## src/rtl/core/pwlc_pkg.sv

```systemverilog
// Shared types, constants and the color ramp table for the piecewise-linear colormap.
// No dependencies; every other file in rtl/core refers to it by scoped names.
package pwlc_pkg;

    // Field widths
    localparam int SCALAR_W  = 16;
    localparam int CHAN_W    = 8;
    localparam int COLOR_W   = 3 * CHAN_W;
    localparam int RGBA_W    = 4 * CHAN_W;
    localparam int CFG_IDX_W = 3;

    // Register index map
    localparam logic [CFG_IDX_W-1:0] REG_BREAK_LAST   = 3'd5;
    localparam logic [CFG_IDX_W-1:0] REG_MAP_MODE     = 3'd6;
    localparam logic [CFG_IDX_W-1:0] REG_SINGLE_COLOR = 3'd7;
    localparam int                   NUM_BREAKS       = 6;

    // Reset values
    localparam logic signed [SCALAR_W-1:0] BREAK_RESET      = 16'sd0;
    localparam logic signed [SCALAR_W-1:0] BREAK_LAST_RESET = 16'sd256;
    localparam logic [RGBA_W-1:0]          SINGLE_RESET     = 32'h8000_00FF;

    // How the color of an item is chosen
    localparam logic [1:0] KIND_SINGLE = 2'd0;
    localparam logic [1:0] KIND_LOW    = 2'd1;
    localparam logic [1:0] KIND_HIGH   = 2'd2;
    localparam logic [1:0] KIND_SEG    = 2'd3;

    // Divider geometry: rem = 2*v + den, divisor = 2*den, quotient never above 255
    localparam int NUM_W          = 26;
    localparam int DVS_W          = 17;
    localparam int QUO_W          = CHAN_W;
    localparam int BITS_PER_STAGE = 2;
    localparam int DIV_STAGES     = QUO_W / BITS_PER_STAGE;

    typedef struct packed {
        logic [NUM_W-1:0] rem;
        logic [DVS_W-1:0] dvs;
        logic [QUO_W-1:0] quo;
    } div_t;

    // Side data that rides along the divider stages
    typedef struct packed {
        logic               use_div;
        logic [COLOR_W-1:0] fix;
    } meta_t;

    // Six-entry ramp, packed {R,G,B}: blue, cyan, green, yellow, orange, red
    function automatic logic [COLOR_W-1:0] ramp_color(input logic [2:0] idx);
        logic [COLOR_W-1:0] c;
        begin
            case (idx)
                3'd0:    c = 24'h0000FF;
                3'd1:    c = 24'h00FFFF;
                3'd2:    c = 24'h00FF00;
                3'd3:    c = 24'hFFFF00;
                3'd4:    c = 24'hFF8000;
                3'd5:    c = 24'hFF0000;
                default: c = 24'h000000;
            endcase
            ramp_color = c;
        end
    endfunction

endpackage

```

## src/rtl/core/pwlc_div_stage.sv

```systemverilog
// One registered stage of the restoring divider: resolves two quotient bits.
// Depends on pwlc_pkg for div_t and the divider geometry.
module pwlc_div_stage #(
    parameter int STAGE = 0
) (
    input  logic          clk,
    input  logic          en,
    input  pwlc_pkg::div_t d,
    output pwlc_pkg::div_t q
);

    localparam int TOP_BIT = pwlc_pkg::QUO_W - 1 - pwlc_pkg::BITS_PER_STAGE * STAGE;

    pwlc_pkg::div_t q_reg;
    pwlc_pkg::div_t q_next;

    // Compare against the shifted divisor, subtract on success
    always_comb
    begin
        logic [pwlc_pkg::NUM_W-1:0] trial;
        q_next = d;
        for (int j = 0; j < pwlc_pkg::BITS_PER_STAGE; j++)
        begin
            trial = pwlc_pkg::NUM_W'(d.dvs) << (TOP_BIT - j);
            if (q_next.rem >= trial)
            begin
                q_next.rem = q_next.rem - trial;
                q_next.quo[TOP_BIT-j] = 1'b1;
            end
        end
    end

    always_ff @(posedge clk)
    begin
        if (en)
        begin
            q_reg <= q_next;
        end
    end

    assign q = q_reg;

endmodule

```

## src/rtl/core/piecewise_linear_colormap_top.sv

```systemverilog
// Top level of the piecewise-linear colormap: config registers, segment search,
// interpolation products and the divider pipeline. Depends on pwlc_pkg, pwlc_div_stage.

// The block turns one signed Q8.8 scalar per transfer into an 8-bit RGBA color. It takes
// one item every cycle while the output is not stalled: one stage compares the scalar with
// all breakpoints, one forms the segment offset and width, one forms the interpolation
// products, four resolve the rounded quotient two bits at a time, and one holds the
// result. A stall on the output freezes the whole pipeline, so in_ready follows out_ready
// whenever a result is waiting. Configuration writes are always taken and
// must only be issued while no item is in flight; alpha always reflects the current
// single-color register.
module piecewise_linear_colormap_top #(
    parameter int MAP_POINTS = 6
) (
    input  logic        clk,
    input  logic        rst_n,
    // configuration write channel
    input  logic        cfg_valid,
    output logic        cfg_ready,
    input  logic [2:0]  cfg_index,
    input  logic [31:0] cfg_data,
    // input channel
    input  logic        in_valid,
    output logic        in_ready,
    input  logic signed [15:0] scalar,
    // output channel
    output logic        out_valid,
    input  logic        out_ready,
    output logic [7:0]  red,
    output logic [7:0]  green,
    output logic [7:0]  blue,
    output logic [7:0]  alpha
);

    localparam int LAST  = MAP_POINTS - 1;
    localparam int SEG_W = $clog2(MAP_POINTS);
    localparam int CW    = pwlc_pkg::CHAN_W;
    localparam int DS    = pwlc_pkg::DIV_STAGES;

    // ---------------- configuration registers ----------------
    logic signed [15:0] brk_reg [0:pwlc_pkg::NUM_BREAKS-1];
    logic               map_mode_reg;
    logic [31:0]        single_color_reg;

    assign cfg_ready = 1'b1;

    always_ff @(posedge clk or negedge rst_n)
    begin
        if (!rst_n)
        begin
            for (int k = 0; k < pwlc_pkg::NUM_BREAKS; k++)
            begin
                brk_reg[k] <= pwlc_pkg::BREAK_RESET;
            end
            brk_reg[pwlc_pkg::NUM_BREAKS-1] <= pwlc_pkg::BREAK_LAST_RESET;
            map_mode_reg     <= 1'b0;
            single_color_reg <= pwlc_pkg::SINGLE_RESET;
        end
        else if (cfg_valid && cfg_ready)
        begin
            for (int k = 0; k < pwlc_pkg::NUM_BREAKS; k++)
            begin
                if (cfg_index == pwlc_pkg::CFG_IDX_W'(k))
                begin
                    brk_reg[k] <= cfg_data[15:0];
                end
            end
            if (cfg_index == pwlc_pkg::REG_MAP_MODE)
            begin
                map_mode_reg <= cfg_data[0];
            end
            if (cfg_index == pwlc_pkg::REG_SINGLE_COLOR)
            begin
                single_color_reg <= cfg_data;
            end
        end
    end

    // Global pipeline advance: everything moves when the output slot is free or drains
    logic adv;
    logic out_valid_reg;

    assign adv      = !out_valid_reg || out_ready;
    assign in_ready = adv;

    // ---------------- stage A: classify and search ----------------
    logic                a_valid_reg;
    logic signed [15:0]  a_scalar_reg;
    logic [1:0]          a_kind_reg;
    logic [SEG_W-1:0]    a_seg_reg;
    logic [23:0]         a_fix_reg;
    logic [1:0]          a_kind_next;
    logic [SEG_W-1:0]    a_seg_next;
    logic [23:0]         a_fix_next;

    always_comb
    begin
        // first breakpoint above the scalar, falling back to the last segment
        a_seg_next = SEG_W'(LAST);
        for (int k = LAST; k >= 1; k--)
        begin
            if (scalar < brk_reg[k])
            begin
                a_seg_next = SEG_W'(k);
            end
        end

        if (!map_mode_reg)
        begin
            a_kind_next = pwlc_pkg::KIND_SINGLE;
            a_fix_next  = single_color_reg[31:8];
        end
        else if (scalar <= brk_reg[0])
        begin
            a_kind_next = pwlc_pkg::KIND_LOW;
            a_fix_next  = pwlc_pkg::ramp_color(3'd0);
        end
        else if (scalar >= brk_reg[LAST])
        begin
            a_kind_next = pwlc_pkg::KIND_HIGH;
            a_fix_next  = pwlc_pkg::ramp_color(3'(LAST));
        end
        else
        begin
            a_kind_next = pwlc_pkg::KIND_SEG;
            a_fix_next  = '0;
        end
    end

    // ---------------- stage B: segment offset and width ----------------
    logic               b_valid_reg;
    logic [15:0]        b_num_reg;
    logic [15:0]        b_den_reg;
    logic [SEG_W-1:0]   b_seg_reg;
    logic               b_use_div_reg;
    logic [23:0]        b_fix_reg;
    logic signed [16:0] b_num17_next;
    logic signed [16:0] b_den17_next;
    logic               b_den_ok;
    logic [23:0]        b_fix_next;

    always_comb
    begin
        b_num17_next = '0;
        b_den17_next = '0;
        for (int k = 1; k <= LAST; k++)
        begin
            if (a_seg_reg == SEG_W'(k))
            begin
                b_num17_next = {a_scalar_reg[15], a_scalar_reg}
                             - {brk_reg[k-1][15], brk_reg[k-1]};
                b_den17_next = {brk_reg[k][15], brk_reg[k]}
                             - {brk_reg[k-1][15], brk_reg[k-1]};
            end
        end
        b_den_ok = !b_den17_next[16] && (b_den17_next != 17'sd0);

        // a non-positive segment width falls back to the lower ramp color
        if (a_kind_reg == pwlc_pkg::KIND_SEG)
        begin
            b_fix_next = pwlc_pkg::ramp_color(3'(a_seg_reg) - 3'd1);
        end
        else
        begin
            b_fix_next = a_fix_reg;
        end
    end

    // ---------------- stage C: interpolation products ----------------
    logic                c_valid_reg;
    pwlc_pkg::div_t      c_div_reg  [0:2];
    pwlc_pkg::div_t      c_div_next [0:2];
    pwlc_pkg::meta_t     c_meta_next;

    always_comb
    begin
        logic [23:0] col_lo;
        logic [23:0] col_hi;
        logic [7:0]  c0;
        logic [7:0]  c1;
        logic [15:0] w0;
        logic [23:0] p0;
        logic [23:0] p1;
        logic [24:0] v;
        col_lo = pwlc_pkg::ramp_color(3'(b_seg_reg) - 3'd1);
        col_hi = pwlc_pkg::ramp_color(3'(b_seg_reg));
        w0     = b_den_reg - b_num_reg;
        for (int ch = 0; ch < 3; ch++)
        begin
            c0 = col_lo[23-CW*ch -: CW];
            c1 = col_hi[23-CW*ch -: CW];
            // v = c0*(den-num) + c1*num, never negative
            p0 = {16'b0, c0} * {8'b0, w0};
            p1 = {16'b0, c1} * {8'b0, b_num_reg};
            v  = {1'b0, p0} + {1'b0, p1};
            c_div_next[ch].rem = {v, 1'b0} + {10'b0, b_den_reg};
            c_div_next[ch].dvs = {b_den_reg, 1'b0};
            c_div_next[ch].quo = '0;
        end
        c_meta_next.use_div = b_use_div_reg;
        c_meta_next.fix     = b_fix_reg;
    end

    // ---------------- divider pipeline ----------------
    // d_valid_reg[i] travels with div_pipe[i+1]
    logic [DS-1:0]   d_valid_reg;
    pwlc_pkg::meta_t meta_reg [0:DS];
    pwlc_pkg::div_t  div_pipe [0:DS][0:2];

    genvar gs, gc;
    generate
        for (gc = 0; gc < 3; gc++)
        begin : g_chan_in
            assign div_pipe[0][gc] = c_div_reg[gc];
        end
        for (gs = 0; gs < DS; gs++)
        begin : g_stage
            for (gc = 0; gc < 3; gc++)
            begin : g_chan
                pwlc_div_stage #(
                    .STAGE (gs)
                ) u_div (
                    .clk (clk),
                    .en  (adv),
                    .d   (div_pipe[gs][gc]),
                    .q   (div_pipe[gs+1][gc])
                );
            end
        end
    endgenerate

    // ---------------- output stage ----------------
    logic [23:0] out_color_reg;
    logic [23:0] out_color_next;

    always_comb
    begin
        if (meta_reg[DS].use_div)
        begin
            out_color_next = {div_pipe[DS][0].quo, div_pipe[DS][1].quo,
                              div_pipe[DS][2].quo};
        end
        else
        begin
            out_color_next = meta_reg[DS].fix;
        end
    end

    // Valid bits
    always_ff @(posedge clk or negedge rst_n)
    begin
        if (!rst_n)
        begin
            a_valid_reg   <= 1'b0;
            b_valid_reg   <= 1'b0;
            c_valid_reg   <= 1'b0;
            d_valid_reg   <= '0;
            out_valid_reg <= 1'b0;
        end
        else if (adv)
        begin
            a_valid_reg   <= in_valid;
            b_valid_reg   <= a_valid_reg;
            c_valid_reg   <= b_valid_reg;
            d_valid_reg   <= {d_valid_reg[DS-2:0], c_valid_reg};
            out_valid_reg <= d_valid_reg[DS-1];
        end
    end

    // Payload registers
    always_ff @(posedge clk)
    begin
        if (adv)
        begin
            a_scalar_reg  <= scalar;
            a_kind_reg    <= a_kind_next;
            a_seg_reg     <= a_seg_next;
            a_fix_reg     <= a_fix_next;

            b_num_reg     <= b_num17_next[15:0];
            b_den_reg     <= b_den17_next[15:0];
            b_seg_reg     <= a_seg_reg;
            b_use_div_reg <= (a_kind_reg == pwlc_pkg::KIND_SEG) && b_den_ok;
            b_fix_reg     <= b_fix_next;

            for (int ch = 0; ch < 3; ch++)
            begin
                c_div_reg[ch] <= c_div_next[ch];
            end
            meta_reg[0] <= c_meta_next;
            for (int s = 1; s <= DS; s++)
            begin
                meta_reg[s] <= meta_reg[s-1];
            end

            out_color_reg <= out_color_next;
        end
    end

    assign out_valid = out_valid_reg;
    assign red       = out_color_reg[23:16];
    assign green     = out_color_reg[15:8];
    assign blue      = out_color_reg[7:0];
    assign alpha     = single_color_reg[7:0];

    // ---------------- assertions ----------------
    // single mode passes the stored color straight through
    assert property (@(posedge clk) disable iff (!rst_n)
        out_valid_reg && !map_mode_reg |-> out_color_reg == single_color_reg[31:8])
        else $error("single mode color mismatch");

    // a segment found by the search never has index zero
    assert property (@(posedge clk) disable iff (!rst_n)
        a_valid_reg && a_kind_reg == pwlc_pkg::KIND_SEG |-> a_seg_reg != '0)
        else $error("segment index below one");

    // the scalar lies inside its segment whenever the divider is used
    assert property (@(posedge clk) disable iff (!rst_n)
        b_valid_reg && b_use_div_reg |-> b_num_reg < b_den_reg)
        else $error("segment offset not below segment width");

    // the dividend fits an 8-bit quotient
    assert property (@(posedge clk) disable iff (!rst_n)
        c_valid_reg && meta_reg[0].use_div
            |-> c_div_reg[0].rem < (pwlc_pkg::NUM_W'(c_div_reg[0].dvs) << pwlc_pkg::QUO_W))
        else $error("dividend out of quotient range");

endmodule
```

## config.mk

```make
export PLATFORM = sky130hd
export DESIGN_NAME = piecewise_linear_colormap_top
export DESIGN_NICKNAME = d
export VERILOG_FILES = /design/src/rtl/core/pwlc_pkg.sv /design/src/rtl/core/pwlc_div_stage.sv /design/src/rtl/core/piecewise_linear_colormap_top.sv
export SDC_FILE = /design/constraint.sdc
export NUM_CORES = 2
export LEC_CHECK = 0
export ABC_AREA = 1
export BUFFER_PORTS_ARGS = -buffer_cell sky130_fd_sc_hd__buf_2
export CAP_MARGIN = 0
export CORE_MARGIN = 1.5
export CORE_UTILIZATION = 30
export CTS_BUF_LIST = sky130_fd_sc_hd__clkbuf_4 sky130_fd_sc_hd__clkbuf_8 sky130_fd_sc_hd__clkbuf_16
export DETAILED_ROUTE_END_ITERATION = 8
export GPL_TIMING_DRIVEN = 0
export SYNTH_ARGS = -nofsm -noshare
export SYNTH_HDL_FRONTEND = slang
export SYNTH_SLANG_ARGS = --single-unit
```

## constraint.sdc

```tcl
create_clock -name clk -period 25.2 [get_ports clk]
set_input_delay 3.78 -clock clk [delete_from_list [all_inputs] [get_ports clk]]
set_output_delay 3.78 -clock clk [all_outputs]
set_load 0.02 [all_outputs]
```

==> results.sh <==
export IMPL_drtIter0Drc=5443
export IMPL_clock_path_buffers=3
export IMPL_yosysTopAreaCellShare_pct=23.31
export IMPL_grt_pass1_wl_mm=396.3
export IMPL_dp_hpwl_mm=215.5
export IMPL_fin_nets=12660
export IMPL_ant_nets=0
export IMPL_slew_headroom_pct=23.42
export IMPL_synth_most_common_cell="nand2_1"
export IMPL_netlist_area_sq_um=87360
export IMPL_yosys_area_share_adder_pct=25.87
export IMPL_rsz0062_at_grt="no"
export IMPL_post_cts_setup_buffers=0
export IMPL_drcViolationCount=0
export IMPL_tightest_slew_ns=1.149
export IMPL_fp_dieH_microns=542.6
export IMPL_drive_gt1_share_pct=5.026
export IMPL_slew_violations=0
export IMPL_synth_seq_cells=815
export IMPL_dieArea_sq_um=294400
export IMPL_largest_register_ffs=333
export IMPL_grt_overflow=0
export IMPL_end_kind="flop"
export IMPL_htreeDepth=3
export IMPL_place_congestion=0.9567
export IMPL_cap_viol_max_count=0
export IMPL_first_pass_iters=6
export IMPL_hold_class="flop to flop"
export IMPL_core_area_sq_um=288900
export IMPL_synth_simple_area_share_pct=21.87
export IMPL_synth_xor_area_share_pct=4.983
export IMPL_wirelength_mm=258.4
export IMPL_vias_per_cell=4.801
export IMPL_worstSetupPathType="flop to flop"
export IMPL_ys_types=72
export IMPL_hold_violations=0
export IMPL_root_buffer="clkbuf_16"
export IMPL_seq_area_frac_synth_pct=27.24
export IMPL_avgSynthCellArea_sq_um=7.982
export IMPL_start_util_pct=30.24
export IMPL_async_flop_share_pct=16.81
export IMPL_setup_viol=0
export IMPL_cts_sinks=815
export IMPL_grt_max_degree=111
export IMPL_outcome="finished clean"
export IMPL_clk_latency_ns=0.74
export IMPL_synth_top_cells_by_count="2,528 x nand2_1, 1,777 x inv_1, 915 x ha_1"
export IMPL_cts_resized=0
export IMPL_start_kind="flop"
export IMPL_cp_required_ns=25.66
export IMPL_first_global_vias=69210
export IMPL_port_buffers=89
export IMPL_fillers=30560
export IMPL_slowest_stage="xor2_1"
export IMPL_cpPeakStageDelay_ns=0.88
export IMPL_crit_fanout=9
export IMPL_synth_top_flop_cell="edfxtp_1"
export IMPL_fin_skew_ns=0.05949
export IMPL_synth_enable_flop_cells=678
export IMPL_antenna_found_initial=5
export IMPL_die_w_microns=542.6
export IMPL_synth_top_family_by_area="adder cells"
export IMPL_clk_pin_slew_ns=0.06
export IMPL_period_needed_ns=9.960
export IMPL_area_growth_pct=9.758
export IMPL_vias=72420
export IMPL_fin_tns_setup_ns=0
export IMPL_holdBufCountCts=0
export IMPL_syn_instance_count=10950
export IMPL_track_usage_pct=17.25
export IMPL_r2r_setup_slack_ns=15.24
export IMPL_numCtsBuffers=86
export IMPL_syn_num_nets=12470
export IMPL_netlist_top_cells_area="edfxtp_1 23%, ha_1 13%, fa_1 13%"
export IMPL_wl_per_cell_microns=17.13
export IMPL_critPathMostFrequentCell="nand2_1"
export IMPL_ys_warn_count=0
export IMPL_std_cell_rows=197
export IMPL_arrival_ns=10.42
export IMPL_clock_fmax_mhz=100.4
export IMPL_synth_area_leader_cell="edfxtp_1"
export IMPL_boundaryPins=91
export IMPL_synth_mux_area_share_pct=0.4383
export IMPL_period_share_pct=39.53
export IMPL_cts_tree="done"
export IMPL_synth_compound_area_share_pct=10.97
-- layer usage --
layer	GRT usage, %	up-vias	part of all wire, %
li1	-	36490	-
met1	23.37	33640	45
met2	28.06	1880	45
met3	2.030	416	5.4
met4	6.508	2	4.3
met5	0	-	0.0062
-- per-stage QoR --
step                      area, sq um  hold WS (ns)  cells  worst slack [ns]  util [%]
after CTS                       95870        0.3776  15080             15.24     33.19
after global routing            95870        0.3953  15080             14.62     33.19
after floorplan                 87360        0.4003  10950             8.845         -
after detailed placement        92900        0.4045  14920             15.30     32.16
after global placement          92660        0.4006  14910             4.240     32.08
final                           95880        0.3826  15090             15.24     33.19
-- cell usage in the layout, fill, tap and decap left out, drive strengths merged, types with 127 or more instances in the layout --
master  netlist  routed
clkbuf       65     168
ha          915     915
dfrtp       127     127
buf          70     167
nor2        833     833
inv        1791    1796
nand4       204     204
nand2      2584    2584
a21oi       774     774
fa          557     557
edfxtp      678     678
nand3       572     572
xnor2       204     204
xor2        293     293
o21ai       670     670
-- cell families after synthesis --
family	after synthesis
AO/OA/AOI/OAI	1746
other	1
multiplexers	34
buffers and inverters	1935
AND/OR/NAND/NOR	4445
flip-flops	815
adder cells (fa/ha/maj)	1472
XOR/XNOR	497
-- final cells by class --
type / instances / area, sq um / share of cell area, %
multi-input combinational: 8195 / 56030 / 58.43
sequential: 815 / 23800 / 24.82
inverter: 1800 / 6759 / 7.049
tap: 3880 / 4855 / 5.063
clock buffer: 103 / 2292 / 2.391
buffer: 135 / 782.0 / 0.8156
clock inverter: 56 / 685.7 / 0.7151
timing repair buffer: 97 / 671.9 / 0.7007
antenna: 4 / 10.01 / 0.01044
-- critical path, delay by kind of cell (launching register included) --
kind                     cells  cell delay (ns)
buffers and inverters        5             1.23
AND/OR/NAND/NOR             15             2.33
AO/OA/AOI/OAI                3             0.74
adder cells (fa/ha/maj)      9             3.86
flip-flops                   1             0.49
XOR/XNOR                     2             1.02
-- final timing paths --
path | start | to | depth (start not counted)
max | b_num_reg[1] | c_div_reg[0][125] | 34
min | g_stage[2].g_chan[2].u_div.q[7] | g_stage[3].g_chan[2].u_div.q[7] | 0
max reg2reg | b_num_reg[1] | c_div_reg[0][125] | 34
min reg2reg | g_stage[2].g_chan[2].u_div.q[7] | g_stage[3].g_chan[2].u_div.q[7] | 0
max in group asynchronous | rst_n | single_color_reg[31] | 2
min in group asynchronous | rst_n | brk_reg[76] | 1
Power is not shown: default switching activity piles up to over one toggle a cycle in this logic, so the estimate is an artifact.
